## config.mk

```make
export PLATFORM = sky130hd
export DESIGN_NAME = threshold_blob_centroid
export DESIGN_NICKNAME = d
export VERILOG_FILES = /design/src/rtl/core/tbc_pkg.sv /design/src/rtl/core/tbc_front.sv /design/src/rtl/core/tbc_queue.sv /design/src/rtl/core/tbc_back.sv /design/src/rtl/core/threshold_blob_centroid.sv
export SDC_FILE = /design/constraint.sdc
export NUM_CORES = 1
export LEC_CHECK = 0
export ABC_AREA = 1
export BUFFER_PORTS_ARGS = -buffer_cell sky130_fd_sc_hd__buf_2
export CAP_MARGIN = 20
export CORE_UTILIZATION = 45
export DETAILED_ROUTE_END_ITERATION = 8
export SLEW_MARGIN = 20
export SYNTH_ARGS = -nofsm -noshare
export SYNTH_HDL_FRONTEND = slang
export SYNTH_SLANG_ARGS = --single-unit
```

## constraint.sdc

```tcl
create_clock -name clk -period 4.3 [get_ports clk]
set_input_delay 0.43 -clock clk [delete_from_list [all_inputs] [get_ports clk]]
set_output_delay 0.43 -clock clk [all_outputs]
set_load 0.05 [all_outputs]
```

## src/rtl/core/tbc_pkg.sv

```systemverilog
package tbc_pkg;

    localparam int MAX_ROWS = 1024;
    localparam int MAX_COLS = 1024;

    localparam int PIX_W = 8;
    localparam int THR_W = 9;
    localparam int IDX_W = 10;
    localparam int AREA_W = 21;
    localparam int SUM_W = 30;
    localparam int CENTER_W = 10;
    localparam int IDX_CMP_W = 13;
    localparam int QUEUE_DEPTH = 2;
    localparam int STEP_W = $clog2(CENTER_W + 1);

    localparam logic [THR_W-1:0] THRESHOLD_RESET = THR_W'(128);
    localparam logic [AREA_W-1:0] AREA_MAX = {AREA_W{1'b1}};
    localparam logic [SUM_W-1:0] SUM_MAX = {SUM_W{1'b1}};
    localparam logic [CENTER_W-1:0] CENTER_MAX = {CENTER_W{1'b1}};
    localparam logic [IDX_CMP_W-1:0] ROW_LIMIT = IDX_CMP_W'(MAX_ROWS);
    localparam logic [IDX_CMP_W-1:0] COL_LIMIT = IDX_CMP_W'(MAX_COLS);

    typedef struct packed {
        logic [PIX_W-1:0] pixel_value;
        logic [IDX_W-1:0] row_index;
        logic [IDX_W-1:0] col_index;
        logic             frame_last;
    } pixel_item_t;

    typedef struct packed {
        logic [AREA_W-1:0]   object_area;
        logic [CENTER_W-1:0] row_center;
        logic [CENTER_W-1:0] col_center;
        logic                empty_frame;
    } result_item_t;

    typedef struct packed {
        logic [AREA_W-1:0] area;
        logic [SUM_W-1:0]  row_sum;
        logic [SUM_W-1:0]  col_sum;
    } frame_sums_t;

    typedef struct packed {
        logic full;
        logic empty;
    } queue_status_t;

    typedef enum logic [1:0] {
        BK_IDLE,
        BK_DIV,
        BK_DONE
    } back_state_t;

endpackage

```

## src/rtl/core/tbc_front.sv

```systemverilog
module tbc_front
    import tbc_pkg::*;
(
    input  logic              clk,
    input  logic              rst_n,
    input  logic              threshold_wr_en,
    input  logic [THR_W-1:0]  threshold_wr_data,
    input  logic              pixel_valid,
    output logic              pixel_stall,
    input  pixel_item_t       pixel,
    input  queue_status_t     queue_status,
    output logic              push,
    output frame_sums_t       push_data
);

    logic [THR_W-1:0]  threshold_reg;
    logic [AREA_W-1:0] area_reg;
    logic [AREA_W-1:0] area_next;
    logic [SUM_W-1:0]  row_sum_reg;
    logic [SUM_W-1:0]  row_sum_next;
    logic [SUM_W-1:0]  col_sum_reg;
    logic [SUM_W-1:0]  col_sum_next;
    logic [SUM_W:0]    row_add;
    logic [SUM_W:0]    col_add;
    logic              accept;
    logic              in_frame;
    logic              is_object;
    frame_sums_t       counted;

    assign pixel_stall = queue_status.full;
    assign accept = pixel_valid && !queue_status.full;

    assign in_frame = ({{(IDX_CMP_W - IDX_W){1'b0}}, pixel.row_index} < ROW_LIMIT) &&
                      ({{(IDX_CMP_W - IDX_W){1'b0}}, pixel.col_index} < COL_LIMIT);
    assign is_object = in_frame && ({1'b0, pixel.pixel_value} >= threshold_reg);

    assign row_add = {1'b0, row_sum_reg} + (SUM_W + 1)'(pixel.row_index);
    assign col_add = {1'b0, col_sum_reg} + (SUM_W + 1)'(pixel.col_index);

    always_comb
    begin
        counted.area = area_reg;
        counted.row_sum = row_sum_reg;
        counted.col_sum = col_sum_reg;
        if (is_object)
        begin
            counted.area = (area_reg == AREA_MAX) ? AREA_MAX : area_reg + AREA_W'(1);
            counted.row_sum = row_add[SUM_W] ? SUM_MAX : row_add[SUM_W-1:0];
            counted.col_sum = col_add[SUM_W] ? SUM_MAX : col_add[SUM_W-1:0];
        end
    end

    always_comb
    begin
        area_next = area_reg;
        row_sum_next = row_sum_reg;
        col_sum_next = col_sum_reg;
        if (accept)
        begin
            if (pixel.frame_last)
            begin
                area_next = '0;
                row_sum_next = '0;
                col_sum_next = '0;
            end
            else
            begin
                area_next = counted.area;
                row_sum_next = counted.row_sum;
                col_sum_next = counted.col_sum;
            end
        end
    end

    assign push = accept && pixel.frame_last;
    assign push_data = counted;

    always_ff @(posedge clk or negedge rst_n)
    begin
        if (!rst_n)
        begin
            threshold_reg <= THRESHOLD_RESET;
            area_reg <= '0;
            row_sum_reg <= '0;
            col_sum_reg <= '0;
        end
        else
        begin
            if (threshold_wr_en)
            begin
                threshold_reg <= threshold_wr_data;
            end
            area_reg <= area_next;
            row_sum_reg <= row_sum_next;
            col_sum_reg <= col_sum_next;
        end
    end

endmodule

```

## src/rtl/core/tbc_queue.sv

```systemverilog
module tbc_queue
    import tbc_pkg::*;
(
    input  logic          clk,
    input  logic          rst_n,
    input  logic          push,
    input  frame_sums_t   push_data,
    input  logic          pop,
    output frame_sums_t   head,
    output queue_status_t status
);

    localparam int PTR_W = (QUEUE_DEPTH > 1) ? $clog2(QUEUE_DEPTH) : 1;
    localparam int CNT_W = $clog2(QUEUE_DEPTH + 1);

    frame_sums_t       entry_reg [QUEUE_DEPTH];
    logic [PTR_W-1:0]  wr_ptr_reg;
    logic [PTR_W-1:0]  wr_ptr_next;
    logic [PTR_W-1:0]  rd_ptr_reg;
    logic [PTR_W-1:0]  rd_ptr_next;
    logic [CNT_W-1:0]  count_reg;
    logic [CNT_W-1:0]  count_next;
    logic              do_push;
    logic              do_pop;

    assign status.full = (count_reg == CNT_W'(QUEUE_DEPTH));
    assign status.empty = (count_reg == '0);
    assign do_push = push && !status.full;
    assign do_pop = pop && !status.empty;
    assign head = entry_reg[rd_ptr_reg];

    always_comb
    begin
        wr_ptr_next = wr_ptr_reg;
        rd_ptr_next = rd_ptr_reg;
        count_next = count_reg;
        if (do_push)
        begin
            wr_ptr_next = (wr_ptr_reg == PTR_W'(QUEUE_DEPTH - 1)) ? '0 : wr_ptr_reg + PTR_W'(1);
        end
        if (do_pop)
        begin
            rd_ptr_next = (rd_ptr_reg == PTR_W'(QUEUE_DEPTH - 1)) ? '0 : rd_ptr_reg + PTR_W'(1);
        end
        if (do_push && !do_pop)
        begin
            count_next = count_reg + CNT_W'(1);
        end
        else if (do_pop && !do_push)
        begin
            count_next = count_reg - CNT_W'(1);
        end
    end

    always_ff @(posedge clk or negedge rst_n)
    begin
        if (!rst_n)
        begin
            wr_ptr_reg <= '0;
            rd_ptr_reg <= '0;
            count_reg <= '0;
        end
        else
        begin
            wr_ptr_reg <= wr_ptr_next;
            rd_ptr_reg <= rd_ptr_next;
            count_reg <= count_next;
        end
    end

    always_ff @(posedge clk)
    begin
        if (do_push)
        begin
            entry_reg[wr_ptr_reg] <= push_data;
        end
    end

endmodule

```

## src/rtl/core/tbc_back.sv

```systemverilog
module tbc_back
    import tbc_pkg::*;
(
    input  logic          clk,
    input  logic          rst_n,
    input  queue_status_t queue_status,
    input  frame_sums_t   head,
    output logic          pop,
    output logic          result_valid,
    input  logic          result_stall,
    output result_item_t  result
);

    localparam int REM_W = AREA_W;

    back_state_t          state_reg;
    back_state_t          state_next;
    logic [STEP_W-1:0]    step_reg;
    logic [STEP_W-1:0]    step_next;
    logic [AREA_W-1:0]    area_reg;
    logic [REM_W-1:0]     row_rem_reg;
    logic [REM_W-1:0]     col_rem_reg;
    logic [CENTER_W-1:0]  row_low_reg;
    logic [CENTER_W-1:0]  col_low_reg;
    logic [CENTER_W-1:0]  row_quo_reg;
    logic [CENTER_W-1:0]  col_quo_reg;
    logic                 row_ovf_reg;
    logic                 col_ovf_reg;
    logic                 out_valid_reg;
    result_item_t         out_reg;
    logic                 step_en;
    logic                 load_out;
    logic                 out_free;
    logic                 last_step;
    logic [REM_W:0]       row_trial;
    logic [REM_W:0]       col_trial;
    logic                 row_ge;
    logic                 col_ge;
    logic [REM_W-1:0]     head_row_hi;
    logic [REM_W-1:0]     head_col_hi;
    logic                 frame_empty;

    assign out_free = !out_valid_reg || !result_stall;
    assign last_step = (step_reg == STEP_W'(CENTER_W - 1));

    always_comb
    begin
        state_next = state_reg;
        case (state_reg)
            BK_IDLE:
            begin
                if (!queue_status.empty)
                begin
                    state_next = BK_DIV;
                end
            end
            BK_DIV:
            begin
                if (last_step)
                begin
                    state_next = BK_DONE;
                end
            end
            BK_DONE:
            begin
                if (out_free)
                begin
                    state_next = BK_IDLE;
                end
            end
            default:
            begin
                state_next = BK_IDLE;
            end
        endcase
    end

    always_comb
    begin
        pop = 1'b0;
        step_en = 1'b0;
        load_out = 1'b0;
        case (state_reg)
            BK_IDLE:
            begin
                pop = !queue_status.empty;
            end
            BK_DIV:
            begin
                step_en = 1'b1;
            end
            BK_DONE:
            begin
                load_out = out_free;
            end
            default:
            begin
                pop = 1'b0;
            end
        endcase
    end

    assign step_next = step_en ? (last_step ? '0 : step_reg + STEP_W'(1)) : '0;

    assign head_row_hi = REM_W'(head.row_sum[SUM_W-1:CENTER_W]);
    assign head_col_hi = REM_W'(head.col_sum[SUM_W-1:CENTER_W]);

    assign row_trial = {row_rem_reg, row_low_reg[CENTER_W-1]};
    assign col_trial = {col_rem_reg, col_low_reg[CENTER_W-1]};
    assign row_ge = row_trial >= {1'b0, area_reg};
    assign col_ge = col_trial >= {1'b0, area_reg};

    assign frame_empty = (area_reg == '0);

    always_ff @(posedge clk)
    begin
        if (pop)
        begin
            area_reg <= head.area;
            row_rem_reg <= head_row_hi;
            col_rem_reg <= head_col_hi;
            row_low_reg <= head.row_sum[CENTER_W-1:0];
            col_low_reg <= head.col_sum[CENTER_W-1:0];
            row_ovf_reg <= head_row_hi >= head.area;
            col_ovf_reg <= head_col_hi >= head.area;
        end
        else if (step_en)
        begin
            row_rem_reg <= row_ge ? REM_W'(row_trial - {1'b0, area_reg}) : REM_W'(row_trial);
            col_rem_reg <= col_ge ? REM_W'(col_trial - {1'b0, area_reg}) : REM_W'(col_trial);
            row_low_reg <= {row_low_reg[CENTER_W-2:0], 1'b0};
            col_low_reg <= {col_low_reg[CENTER_W-2:0], 1'b0};
            row_quo_reg <= {row_quo_reg[CENTER_W-2:0], row_ge};
            col_quo_reg <= {col_quo_reg[CENTER_W-2:0], col_ge};
        end
        if (load_out)
        begin
            out_reg.object_area <= area_reg;
            out_reg.empty_frame <= frame_empty;
            out_reg.row_center <= frame_empty ? '0 : (row_ovf_reg ? CENTER_MAX : row_quo_reg);
            out_reg.col_center <= frame_empty ? '0 : (col_ovf_reg ? CENTER_MAX : col_quo_reg);
        end
    end

    always_ff @(posedge clk or negedge rst_n)
    begin
        if (!rst_n)
        begin
            state_reg <= BK_IDLE;
            step_reg <= '0;
            out_valid_reg <= 1'b0;
        end
        else
        begin
            state_reg <= state_next;
            step_reg <= step_next;
            if (load_out)
            begin
                out_valid_reg <= 1'b1;
            end
            else if (!result_stall)
            begin
                out_valid_reg <= 1'b0;
            end
        end
    end

    assign result_valid = out_valid_reg;
    assign result = out_reg;

endmodule

```

## src/rtl/core/threshold_blob_centroid.sv

```systemverilog
// Thresholded blob centroid: takes one pixel per cycle, counts pixels at or above the
// threshold and sums their row and column, and on the item marked frame_last gives one
// result with the area and the truncated mean row and column (zero centers and
// empty_frame set when no pixel qualified). Pixels stream in at one per cycle while
// pixel_stall is low; frame totals go into a two-entry queue, and the back end takes
// the totals of one frame from it, lets a shared-step divider produce both centers and
// then loads the output register, taking the next frame only after that load.
// pixel_stall rises only when frame totals fill the queue, as short frames or a stalled
// result side can cause. The threshold may be written only while no frame is in flight.
module threshold_blob_centroid
    import tbc_pkg::*;
(
    input  logic              clk,
    input  logic              rst_n,
    input  logic              threshold_wr_en,
    input  logic [THR_W-1:0]  threshold_wr_data,
    input  logic              pixel_valid,
    output logic              pixel_stall,
    input  pixel_item_t       pixel,
    output logic              result_valid,
    input  logic              result_stall,
    output result_item_t      result
);

    queue_status_t queue_status;
    logic          push;
    logic          pop;
    frame_sums_t   push_data;
    frame_sums_t   head;

    tbc_front u_front (
        .clk               (clk),
        .rst_n             (rst_n),
        .threshold_wr_en   (threshold_wr_en),
        .threshold_wr_data (threshold_wr_data),
        .pixel_valid       (pixel_valid),
        .pixel_stall       (pixel_stall),
        .pixel             (pixel),
        .queue_status      (queue_status),
        .push              (push),
        .push_data         (push_data)
    );

    tbc_queue u_queue (
        .clk       (clk),
        .rst_n     (rst_n),
        .push      (push),
        .push_data (push_data),
        .pop       (pop),
        .head      (head),
        .status    (queue_status)
    );

    tbc_back u_back (
        .clk          (clk),
        .rst_n        (rst_n),
        .queue_status (queue_status),
        .head         (head),
        .pop          (pop),
        .result_valid (result_valid),
        .result_stall (result_stall),
        .result       (result)
    );

    assert property (@(posedge clk) disable iff (!rst_n)
        !(push && queue_status.full))
        else $error("Frame totals pushed into a full queue.");

    assert property (@(posedge clk) disable iff (!rst_n)
        result_valid |-> (result.empty_frame == (result.object_area == '0)))
        else $error("Empty flag disagrees with the area.");

    assert property (@(posedge clk) disable iff (!rst_n)
        (result_valid && result.empty_frame) |->
            (result.row_center == '0 && result.col_center == '0))
        else $error("Empty frame with nonzero centers.");

    assert property (@(posedge clk) disable iff (!rst_n)
        (pop && queue_status.empty) == 1'b0)
        else $error("Back end popped an empty queue.");

endmodule
```

==> results <==
- Clock tree synthesis inserted a total of 46 buffers.
- The vertical die dimension is ~230 um.
- The number of sinks on the clock net is 410.
- The highest layer touched by signal routing is met4.
- The signal on the critical path passes through inv_1, ha_1, a21oi_1, o21ai_0, nor2_1, nand2_1, nor2_2, nand2_4, nor2_1, o21ai_0.
- The maximum number of pins on one net before global-route repair is 75.
- The relative max-transition margin is around 22%.
- The part of the total power dissipated in sequential elements is 33.1%.
- In the final design database the tool counted approximately 3,000 nets.
- The maximum level of the CTS H-tree is 2.
- The worst min-delay path category is input port to register.
- The routed length on met2 is around 29,000 um.
- TritonCTS built the clock tree.
- After synthesis, the mean cell area works out to 8.54 um2.
- Among all flip-flop cells after synthesis, the most frequent one is edfxtp_1.
- In the routed layout, each cell is associated on average with a via count of approximately 5.3.
- After clock tree synthesis, the clock-pin slew on the worst setup and hold paths is roughly 0.06 ns.
- between 80 and 90 I/O pins were placed.
- The count of cell types in the netlist is 54.
- In this run the worst path has a maximum fanout of 28.
- The leakage power figure is between 10 and 15 nW.
- At the worst endpoint, the arrival time is ~3.4 ns.
- At the end of routability-driven placement, the weighted congestion stood at around 0.94.
- The required time of the critical path is ~4.6 ns.
- The detailed router finished its first iteration with 1,305 violations.
- The combinational cell fraction of total power is 45.2%.
- The largest stage delay on the critical path is ~0.72 ns.
- The first global-routing pass estimated between 100,000 and 150,000 um of wire.
- In this run switching power makes up around 42% of total power.
- The register with the most flip-flops in the layout has about 160 of them.
- The synthesized instance count is 2,747.
- The slowest stage of the critical path is the nor2_2 cell.
- The floorplan step set the die width to about 230 um.
- The post-detailed-route count of antenna-violating nets is 0.
- The HPWL after detailed placement is between 40,000 and 50,000 um.
- The run finished with clean final reports.
- The power density relative to cell area is 708 nW/um2.
- Yosys attributes the largest share of cell area to edfxtp_1 (39%), nand2_1 (14%), dfrtp_1 (11%).
- The post-synthesis cell type with the largest combined area is edfxtp_1.
- The routed wirelength normalized by instance count is ~18 um.
- The number of DRC violations after detailed routing is 0.
- The area added between synthesis and finish is 11.7%.
- The internal power of the cells totals about 11 mW.
- Post-CTS repair changed the size of 0 cells.
- The root buffer cell chosen for the clock tree is clkbuf_16.
- Counting flops with a built-in enable in the synthesized netlist gives between 300 and 400.
- The period utilization is between 70 and 80%.
- The worst-case IR drop observed on VDD is 0.000265 V.
- Setup violations remaining at the end of the flow were counted as 0.
- The initial antenna violation count is 0.
- Setup repair after global routing left no endpoint under its margin.
- The setup TNS is 0 ns.
- Wire segments on met3 add up to 3060 um in the final route.
- Wires add up to around 63,000 um.
- In this run the core area contains a little over 80 standard-cell rows.
- The count of antenna diodes in the layout is 0.
- The Yosys step of the flow raised 0 warnings.
- Summed over all layers, the global routing overflow is 0.
- The clock period minus final worst setup slack is 3.10 ns.
- The final worst clock skew is ~0.016 ns.
- The sequential-to-total area share from yosys stat is between 50% and 60%.
- The overall global routing resource usage is about a quarter.
- Static timing analysis puts the maximum clock frequency at ~320 MHz.
- The standard cell core area is 51,400 um2.
- The die covers about 53,000 um2.
- The final hold violation count is 0.
- The fraction of power consumed by the clock network is between 20% and 30%.
- Summed over its instances, the top area cell type makes up between 30% and 40% of the synthesized netlist area.
- The effective utilization at floorplan is a little under half.
- In the layout the commonest cells are nand2_1 (904), edfxtp_1 (307), inv_1 (298).
- In the final routing, the length of wire on met1 measures between 20,000 and 30,000 um.
- The buffer depth of the longest clock path is 3.
- The setup path with the least slack is of type register to register.
- The first TritonRoute pass finished after 5 iterations.
- The switching power is 7.80 mW.
- The transition at the pin with the smallest max-transition slack is 1.15 ns.
- The worst setup path is captured at a register.
- After synthesis the netlist holds a flip-flop and latch count of between 400 and 500.
- The clock latency reported for the late side of the worst-skew pair is roughly 0.59 ns.
- The number of pins exceeding their max-slew limit in the final report is 0.
- The minimum hold slack is 0.0478 ns.
- The number of nets in the synthesized netlist is slightly below 3,000.
- The share of synthesized registers carrying an async set or reset is between 20% and 30%.
- The startpoint type of the worst setup path is a register.
- The post-synthesis instance area is between 20,000 and 25,000 um2.
- The library cell used most frequently in the layout, excluding fill and tap cells, is nand2_1.
- Of the cells placed in the final design, the portion with a size suffix greater than 1 is 10.7%.
- The max capacitance violation total is 0.
- The detailed-route via count is about 19,000.
- The via count of the first global-routing pass is 17,974.
- The number of I/O port buffers is 86.
==> Yosys cell counts (5+ instances only) <==
cell type	number
nand2_1	906
edfxtp_1	307
inv_1	299
nand3_1	167
nor2_1	167
ha_1	114
dfrtp_1	100
o21ai_0	95
a21oi_1	87
o21ai_1	70
nand4_1	47
clkbuf_1	42
nor3_1	39
nand3b_1	38
nand3_2	35
xnor2_1	27
or2_2	26
inv_2	19
a31oi_1	18
xor2_1	18
buf_2	15
nand2_2	12
buf_1	7
buf_6	7
clkinv_1	7
o211ai_1	7
o22ai_1	6
nor3_2	5
==> power groups by stage <==
stage               combinational (mW)  sequential (mW)  clock [mW]
finish                            8.39             6.14        4.02
global route                      9.49             6.23        4.24
CTS                               8.36             6.13        4.09
detailed placement                8.32             6.21           0
global placement                  8.20             6.18           0
floorplan                         6.13             6.05           0
==> per-stage QoR <==
step | area, um2 | std cells | power (mW) | utilization [%] | worst slack, ns
after CTS | 26200 | 3546 | 18.6 | 51.0 | 1.20
after global routing | 26200 | 3546 | 20.0 | 51.0 | 0.922
after global placement | 24600 | 3459 | 14.4 | 47.9 | 1.33
final | 26200 | 3546 | 18.5 | 51.0 | 1.20
after floorplan | 23500 | 2747 | 12.2 | - | -0.455
after detailed placement | 24600 | 3459 | 14.5 | 47.9 | 1.22
==> cell families (layout without fill, tap and decap cells) <==
logic type / count (synthesis) / count (layout) / share of synthesized area (%)
and+or+nand+nor: 1470 / 1470 / 27.9
adders and majority gates: 118 / 118 / 6.42
buffers and inverters: 400 / 519 / 6.77
DFF: 410 / 410 / 50.3
AOI/OAI and AO/OA: 301 / 301 / 6.84
xor gates and xnor gates: 45 / 45 / 1.68
muxes: 3 / 3 / 0.133
==> worst paths after layout <==
check | from | cells past startpoint | to | slack, ns
max | u_back.area_reg[19] | 10 | u_back.row_rem_reg[5] | 1.20
min | threshold_wr_data[6] | 3 | u_front.threshold_reg[6] | 0.05
max reg2reg | u_back.area_reg[19] | 10 | u_back.row_rem_reg[5] | 1.20
min reg2reg | u_back.row_quo_reg[3] | 0 | u_back.row_quo_reg[4] | 0.44
max in group asynchronous | rst_n | 3 | u_back.step_reg[0] | 2.99
min in group asynchronous | rst_n | 2 | u_front.col_sum_reg[0] | 0.35
==> cell type report <==
type                            instances  area (um2)
Inverter                              325        1220
Clock inverter                         24         209
Sequential cell                       410       11800
Timing Repair Buffer                  108         651
Clock buffer                           62        1340
Tap cell                              680         851
Fill cell                            4855       25200
Multi-Input combinational cell       1937       10100
==> metal layers <==
| metal | global-route usage, % | vias to the layer above |
|---|---|---|
| met5 | 0 | - |
| met4 | 8.98 | 0 |
| met3 | 2.77 | 103 |
| met2 | 38.7 | 452 |
| met1 | 33.6 | 8807 |
| li1 | - | 9291 |
==> worst max-delay path: cells and delay by family, from the launching register on <==
| kind | cells | cell delay (ns) |
|---|---|---|
| buffers and inverters | 1 | 0.18 |
| AND/OR/NAND/NOR | 5 | 1.46 |
| AO/OA/AOI/OAI | 3 | 0.48 |
| adder cells (fa/ha/maj) | 1 | 0.30 |
| flip-flops | 1 | 0.41 |
==> timing repair <==
action / CTS / global route
setup buffers: 0 / 0
endpoints found under the hold margin: 30 / 0
hold buffers: 1 / 0
No activity file was read; power rests on OpenSTA's default activity.
